## config.mk

```make
export PLATFORM = sky130hd
export DESIGN_NAME = polled_interval_tick_generator_top_flat
export DESIGN_NICKNAME = d
export VERILOG_FILES = /design/src/sv/pitg_pkg.sv /design/src/sv/pitg_if.sv /design/src/sv/pitg_step.sv /design/src/sv/polled_interval_tick_generator_top.sv /design/src/flat_wrapper.sv
export SDC_FILE = /design/constraint.sdc
export NUM_CORES = 1
export LEC_CHECK = 0
export ABC_AREA = 1
export BUFFER_PORTS_ARGS = -buffer_cell sky130_fd_sc_hd__buf_2
export CAP_MARGIN = 30
export CORE_ASPECT_RATIO = 2
export CORE_MARGIN = 1.5
export CORE_UTILIZATION = 40
export CTS_CLUSTER_DIAMETER = 150
export DETAILED_ROUTE_END_ITERATION = 10
export PLACE_DENSITY = 0.58
export SYNTH_ARGS = -nofsm -noshare
export SYNTH_HDL_FRONTEND = slang
export SYNTH_SLANG_ARGS = --single-unit
export TNS_END_PERCENT = 5
```

## constraint.sdc

```tcl
create_clock -name clk -period 10.1 [get_ports clk]
set_input_delay 1.01 -clock clk [delete_from_list [all_inputs] [get_ports clk]]
set_output_delay 1.01 -clock clk [all_outputs]
set_load 0.02 [all_outputs]
```

## src/sv/pitg_pkg.sv

```systemverilog
package pitg_pkg;

  localparam int unsigned SampleWidth = 16;
  localparam int unsigned ReloadWidth = 17;
  localparam int unsigned CountWidth  = 32;

  localparam logic [ReloadWidth-1:0] FULL_PERIOD  = 17'h10000;
  localparam logic [ReloadWidth-1:0] RELOAD_RESET = 17'd59659;

  localparam logic MODE_START = 1'b0;
  localparam logic MODE_POLL  = 1'b1;

  typedef struct packed {
    logic                   mode;
    logic [SampleWidth-1:0] counter_sample;
  } in_word_t;

  typedef struct packed {
    logic                  tick;
    logic [CountWidth-1:0] tick_total;
  } out_word_t;

  typedef struct packed {
    logic [SampleWidth-1:0] last_sample;
    logic [CountWidth-1:0]  residue_acc;
    logic [CountWidth-1:0]  tick_cnt;
    logic                   armed;
  } state_t;

endpackage

```

## src/sv/pitg_if.sv

```systemverilog
interface pitg_in_if;
  logic               valid;
  logic               ready;
  pitg_pkg::in_word_t data;

  modport source (output valid, output data, input ready);
  modport sink (input valid, input data, output ready);
endinterface

interface pitg_out_if;
  logic                valid;
  logic                ready;
  pitg_pkg::out_word_t data;

  modport source (output valid, output data, input ready);
  modport sink (input valid, input data, output ready);
endinterface

interface pitg_cfg_if;
  logic        valid;
  logic        ready;
  logic [16:0] reload_count;

  modport source (output valid, output reload_count, input ready);
  modport sink (input valid, input reload_count, output ready);
endinterface

```

## src/sv/pitg_step.sv

```systemverilog
module pitg_step
  import pitg_pkg::*;
(
  input  state_t                 state_cur,
  input  in_word_t               item,
  input  logic [ReloadWidth-1:0] reload_count,
  output state_t                 state_nxt,
  output out_word_t              result
);

  logic [ReloadWidth-1:0] cur;
  logic [ReloadWidth-1:0] prev;
  logic [ReloadWidth-1:0] rel;
  logic [ReloadWidth+1:0] wrap_diff;
  logic [CountWidth-1:0]  elapsed;
  logic [CountWidth-1:0]  sum;
  logic [CountWidth:0]    sum_minus_rel;
  logic                   reached;

  always_comb begin
    cur  = (item.counter_sample == '0) ? FULL_PERIOD : {1'b0, item.counter_sample};
    prev = (state_cur.last_sample == '0) ? FULL_PERIOD : {1'b0, state_cur.last_sample};
    if ((reload_count == '0) || (reload_count > FULL_PERIOD)) begin
      rel = FULL_PERIOD;
    end else begin
      rel = reload_count;
    end
  end

  // wrap at reload, may go negative when sample sits above reload
  always_comb begin
    wrap_diff = {2'b00, prev} + {2'b00, rel} - {2'b00, cur};
    if (prev >= cur) begin
      elapsed = {{(CountWidth-ReloadWidth){1'b0}}, prev - cur};
    end else begin
      elapsed = {{(CountWidth-ReloadWidth-2){wrap_diff[ReloadWidth+1]}}, wrap_diff};
    end
    sum           = state_cur.residue_acc + elapsed;
    sum_minus_rel = {1'b0, sum} - {{(CountWidth-ReloadWidth+1){1'b0}}, rel};
    reached       = !sum_minus_rel[CountWidth];
  end

  always_comb begin
    state_nxt = state_cur;
    result    = '0;
    unique case (item.mode)
      MODE_START: begin
        state_nxt.last_sample = item.counter_sample;
        state_nxt.residue_acc = '0;
        state_nxt.tick_cnt    = '0;
        state_nxt.armed       = 1'b1;
        result.tick           = 1'b0;
        result.tick_total     = '0;
      end
      MODE_POLL: begin
        if (state_cur.armed) begin
          state_nxt.last_sample = item.counter_sample;
          if (reached) begin
            state_nxt.residue_acc = sum_minus_rel[CountWidth-1:0];
            state_nxt.tick_cnt    = state_cur.tick_cnt + 32'd1;
          end else begin
            state_nxt.residue_acc = sum;
          end
          result.tick       = reached;
          result.tick_total = state_nxt.tick_cnt;
        end else begin
          result.tick       = 1'b0;
          result.tick_total = state_cur.tick_cnt;
        end
      end
      default: begin
        state_nxt = state_cur;
        result    = '0;
      end
    endcase
  end

endmodule

```

## src/sv/polled_interval_tick_generator_top.sv

```systemverilog
// polled interval tick generator
// in_ch carries words of mode and counter_sample: a start word (mode 0) takes
// the sample as baseline, clears the residue and the tick count and arms the
// block; a poll word (mode 1) adds the counts elapsed since the last sample,
// allowing one wrap at the reload value, and ticks once the residue reaches
// the reload value.
// out_ch returns exactly one word per input word: tick and tick_total.
// cfg_ch writes reload_count (0 or above 65536 act as 65536); write it only
// while no word is in flight. cfg_ch.ready is always high.
// input acceptance to out_ch.valid passes one input register and one result
// register, with the update logic between them.
// throughput: one word per cycle while out_ch.ready holds; the residue update is combinational.
// reset: reload_count returns to 59659, the block is unarmed, both stages empty.
// a poll before the first start returns tick 0 and tick_total 0.
// stall: a held result keeps its value; one more word waits in the input
// register, then in_ch.ready drops until out_ch.ready returns.
module polled_interval_tick_generator_top
  import pitg_pkg::*;
(
  input logic        clk,
  input logic        rst_n,
  pitg_in_if.sink    in_ch,
  pitg_out_if.source out_ch,
  pitg_cfg_if.sink   cfg_ch
);

  logic                   s0_valid_r;
  in_word_t               s0_word_r;
  logic                   out_valid_r;
  out_word_t              out_word_r;
  state_t                 state_r;
  state_t                 state_nxt;
  out_word_t              out_word_nxt;
  logic [ReloadWidth-1:0] reload_r;
  logic                   s0_adv;
  logic                   in_acc;

  assign s0_adv = s0_valid_r && (!out_valid_r || out_ch.ready);
  assign in_acc = in_ch.valid && in_ch.ready;

  assign in_ch.ready  = !s0_valid_r || s0_adv;
  assign cfg_ch.ready = 1'b1;
  assign out_ch.valid = out_valid_r;
  assign out_ch.data  = out_word_r;

  pitg_step u_step (
    .state_cur    (state_r),
    .item         (s0_word_r),
    .reload_count (reload_r),
    .state_nxt    (state_nxt),
    .result       (out_word_nxt)
  );

  always_ff @(posedge clk) begin
    if (!rst_n) begin
      reload_r <= RELOAD_RESET;
    end else if (cfg_ch.valid) begin
      reload_r <= cfg_ch.reload_count;
    end
  end

  always_ff @(posedge clk) begin
    if (!rst_n) begin
      s0_valid_r <= 1'b0;
    end else if (in_acc) begin
      s0_valid_r <= 1'b1;
    end else if (s0_adv) begin
      s0_valid_r <= 1'b0;
    end
  end

  always_ff @(posedge clk) begin
    if (in_acc) begin
      s0_word_r <= in_ch.data;
    end
  end

  always_ff @(posedge clk) begin
    if (!rst_n) begin
      state_r <= '0;
    end else if (s0_adv) begin
      state_r <= state_nxt;
    end
  end

  always_ff @(posedge clk) begin
    if (!rst_n) begin
      out_valid_r <= 1'b0;
    end else if (s0_adv) begin
      out_valid_r <= 1'b1;
    end else if (out_ch.ready) begin
      out_valid_r <= 1'b0;
    end
  end

  always_ff @(posedge clk) begin
    if (s0_adv) begin
      out_word_r <= out_word_nxt;
    end
  end

`ifndef SYNTHESIS
  a_reset_unarmed: assert property (@(posedge clk)
    !rst_n |=> !state_r.armed && !s0_valid_r && !out_valid_r)
    else $error("state not cleared by reset");

  a_start_clears: assert property (@(posedge clk) disable iff (!rst_n)
    rst_n && s0_adv && (s0_word_r.mode == MODE_START) |=>
      state_r.armed && (state_r.residue_acc == '0) && (state_r.tick_cnt == '0))
    else $error("start word did not clear and arm");

  a_tick_counts: assert property (@(posedge clk) disable iff (!rst_n)
    rst_n && s0_adv && out_word_nxt.tick |=>
      (state_r.tick_cnt == $past(state_r.tick_cnt) + 32'd1) &&
      (out_word_r.tick_total == state_r.tick_cnt))
    else $error("tick not reflected in count");

  a_idle_holds_state: assert property (@(posedge clk) disable iff (!rst_n)
    rst_n && !s0_adv |=> $stable(state_r))
    else $error("state changed without a word");
`endif

endmodule
```

## src/flat_wrapper.sv

```systemverilog
// flat-port wrapper written by rule: the top's interface ports become plain ports
module polled_interval_tick_generator_top_flat import pitg_pkg::*;
  (clk, rst_n, in_ch_valid, in_ch_data, in_ch_ready, out_ch_valid, out_ch_data, out_ch_ready, cfg_ch_valid, cfg_ch_reload_count, cfg_ch_ready);
  pitg_in_if in_ch_i ();
  pitg_out_if out_ch_i ();
  pitg_cfg_if cfg_ch_i ();
  input logic clk;
  input logic rst_n;
  input wire logic [$bits(in_ch_i.valid)-1:0] in_ch_valid;
  input wire logic [$bits(in_ch_i.data)-1:0] in_ch_data;
  output wire logic [$bits(in_ch_i.ready)-1:0] in_ch_ready;
  output wire logic [$bits(out_ch_i.valid)-1:0] out_ch_valid;
  output wire logic [$bits(out_ch_i.data)-1:0] out_ch_data;
  input wire logic [$bits(out_ch_i.ready)-1:0] out_ch_ready;
  input wire logic [$bits(cfg_ch_i.valid)-1:0] cfg_ch_valid;
  input wire logic [$bits(cfg_ch_i.reload_count)-1:0] cfg_ch_reload_count;
  output wire logic [$bits(cfg_ch_i.ready)-1:0] cfg_ch_ready;
  assign in_ch_i.valid = in_ch_valid;
  assign in_ch_i.data = in_ch_data;
  assign in_ch_ready = in_ch_i.ready;
  assign out_ch_valid = out_ch_i.valid;
  assign out_ch_data = out_ch_i.data;
  assign out_ch_i.ready = out_ch_ready;
  assign cfg_ch_i.valid = cfg_ch_valid;
  assign cfg_ch_i.reload_count = cfg_ch_reload_count;
  assign cfg_ch_ready = cfg_ch_i.ready;
  polled_interval_tick_generator_top u_core (.clk(clk), .rst_n(rst_n), .in_ch(in_ch_i), .out_ch(out_ch_i), .cfg_ch(cfg_ch_i));
endmodule
```

==> metrics.cfg <==
[cts]
cts.hold.buffers_added=0
numCtsBuffers=17
root_buffer=clkbuf_16
cts_tree=built
clockBufferDepth=2
clock_sinks=150
clkLatencyLatePin_ns=0.46
cts_setup_buffers=0
htree_levels=4
cts.clk_slew.worst_paths_ns=0.07
cts_resized=0

[routing]
viasPerCell=5.38
vias=13069
drc_errors=0
wl_um=46500
dr.pass1.iters=5
drt_iter0_drc=696
ant_nets=0
wl_per_cell_um=19.2

[synthesis]
synthArstFlopShare_pct=0
syn_area_um2=13100
synth_top_family_by_area=simple AND/OR/NAND/NOR gates
synth_cells=1964
synth.net_count=2110
synth_flop_cell=dfxtp_1
ys_types=53
syn_area_per_cell_um2=6.67
synth_compound_area_share_pct=16.1
synth-seq-area-share_pct=26.8
synthMuxAreaShare_pct=0.229
postSynthRegisterBits=150
yosys_warnings=0
synthAdderAreaFrac_pct=11.4
synth_simple_gate_area_share_pct=31.2
synth-xor-area-share_pct=4.28
synth_edf_count=50

[worst_hold_path]
hold_depth=2
hold_class=flop to flop

[layout]
area_growth_pct=9.17
final-instance-count-excl-fill=2429
fin_area_um2=14300
final_layout_size_suffix_gt1_share_pct=10.9
nets=2135
fin_util_pct=44.3
fillCellCount=3457
antenna_cells=0

[timing]
skew_ns=0.0113
whs_ns=0.467
worstMarginPinSlew_ns=0.908
hold_viol_final=0
timing.fmax_mhz=114
period_minus_slack_ns=8.78
min_period_over_period_pct=86.9
relSlewSlack_pct=39.5
rsz0062_at_grt=no
slew_violations=0
finalSetupTns_ns=0
setup_violations=0
fin_ws_ns=1.32

[placement]
pre_cts_slack_ns=1.42
port_buffers=73
gp_congestion=1.05
hpwl_um=37700
dpl_cell_area_um2=13700
dpl.cell_count=2397

[floorplanning]
fp.dieH_um=259
die_w_um=131
die-area_um2=33900
start_util_pct=40.6
ioPinCount=75
rows=93
core-area_um2=32200

[worst_setup_path]
cp-end-kind=flop
crit_family=simple AND/OR/NAND/NOR gates
critPathSlowestCell=o21ai_0
crit_type=flop to flop
cp.depth=43
reg2reg_slack_ns=1.32
r2r_cells=43
crit_path_max_incr_delay_ns=0.48
critPathLaunchType=flop
arrival_ns=8.95
required_ns=10.27
cp_common_cell=nand2_1
cp.buffers_inverters=6
cp_max_fo=88

[global_routing]
first_global_vias=13082
grt_max_degree=89
antenna_found_initial=0
grt_pass1_wl_um=71000
grt_overflow=0
grt_usage_pct=28.5

[pwr]
p_total_mw=2.74
p_per_area_nw_per_um2=192
ir_worst_vdd_mv=0.153
p_leak_nw=6.35

[run_status]
status=finished clean

[job]
maxCapViolCount=0

==> area by class of cell <==
type	instances	area (µm²)	area share, %
Multi-Input combinational cell	1484	8280	57.9
Clock buffer	21	493	3.45
Inverter	254	953	6.67
Sequential cell	150	3500	24.5
Clock inverter	11	82.6	0.578
Tap cell	427	534	3.74
Timing Repair Buffer	82	445	3.12
==> power by group <==
part / internal (mW) / total (mW) / switching (mW)
clock network: 0.353 / 0.638 / 0.285
logic: 0.460 / 1.43 / 0.970
registers: 0.647 / 0.670 / 0.0229
==> synth_stat cells (35+ instances only) <==
library cell / n / share of area (%)
a21oi_1: 164 / 6.3
nand2_1: 576 / 17
o21ai_0: 95 / 3.6
dfxtp_1: 100 / 15
xor2_1: 46 / 3.1
clkbuf_1: 56 / 1.6
nor2_1: 127 / 3.6
edfxtp_1: 50 / 11
inv_1: 239 / 6.9
nand3_1: 110 / 4.2
nand4_1: 35 / 1.7
ha_1: 87 / 8.3
==> cell families (layout without fill, tap and decap cells) <==
group | after synthesis | after routing
AND/OR/NAND/NOR | 952 | 952
AO/OA/AOI/OAI | 357 | 357
buffers and inverters | 330 | 368
flip-flops | 150 | 150
adder cells (fa/ha/maj) | 107 | 107
XOR/XNOR | 64 | 64
multiplexers | 3 | 3
other | 1 | 1
==> layer usage <==
metal  vias up  wire (µm)  track usage [%]
li1       6490          -                -
met1      6006      14600             24.2
met2       385      25400             54.3
met3       188       1340             3.92
met4         0       5190             27.1
met5         -          0                0
==> path summary, 6_finish.rpt <==
| path | from | end |
|---|---|---|
| max | u_core.reload_r[5] | u_core.out_ch.data[17] |
| max reg2reg | u_core.reload_r[5] | u_core.out_ch.data[17] |
| min reg2reg | u_core.reload_r[16] | u_core.reload_r[16] |
| min | u_core.reload_r[16] | u_core.reload_r[16] |
==> registers in the layout (all words and copies together), names as in the netlist <==
| signal | flops |
|---|---|
| u_core.s0_valid_r | 1 |
| u_core.s0_word_r | 17 |
| u_core.out_ch.data | 33 |
| u_core.out_ch.valid | 1 |
| u_core.reload_r | 17 |
| u_core.state_r | 81 |
==> worst register-to-register path: cells and delay by family, from the launching register on <==
family | cells | cell delay [ns]
AO/OA/AOI/OAI | 11 | 2.15
AND/OR/NAND/NOR | 20 | 2.85
adder cells (fa/ha/maj) | 5 | 1.91
XOR/XNOR | 1 | 0.34
flip-flops | 1 | 0.34
buffers and inverters | 6 | 0.94
==> cells in the final DEF, fill, tap and decap left out, drive strengths merged <==
cell type / netlist / layout
nand4: 37 / 37
or2: 12 / 12
a31o: 1 / 1
and3: 1 / 1
conb: 1 / 1
edfxtp: 50 / 50
ha: 87 / 87
o2bb2ai: 2 / 2
nor4: 22 / 22
o21a: 2 / 2
nor2: 139 / 139
a21o: 1 / 1
o22ai: 3 / 3
inv: 254 / 260
nand2: 588 / 588
o221ai: 1 / 1
o2111ai: 1 / 1
and2: 3 / 3
mux2i: 3 / 3
o21bai: 6 / 6
a21oi: 168 / 168
fa: 20 / 20
nand3: 113 / 113
clkbuf: 56 / 21
dfxtp: 100 / 100
a21boi: 11 / 11
a211oi: 1 / 1
xor2: 46 / 46
a31oi: 10 / 10
o211ai: 19 / 19
xnor2: 18 / 18
clkinv: 0 / 5
nor3b: 2 / 2
nor3: 32 / 32
buf: 20 / 82
nand3b: 3 / 3
o21ai: 131 / 131
Note: power is estimated with default switching activity, not from simulation.
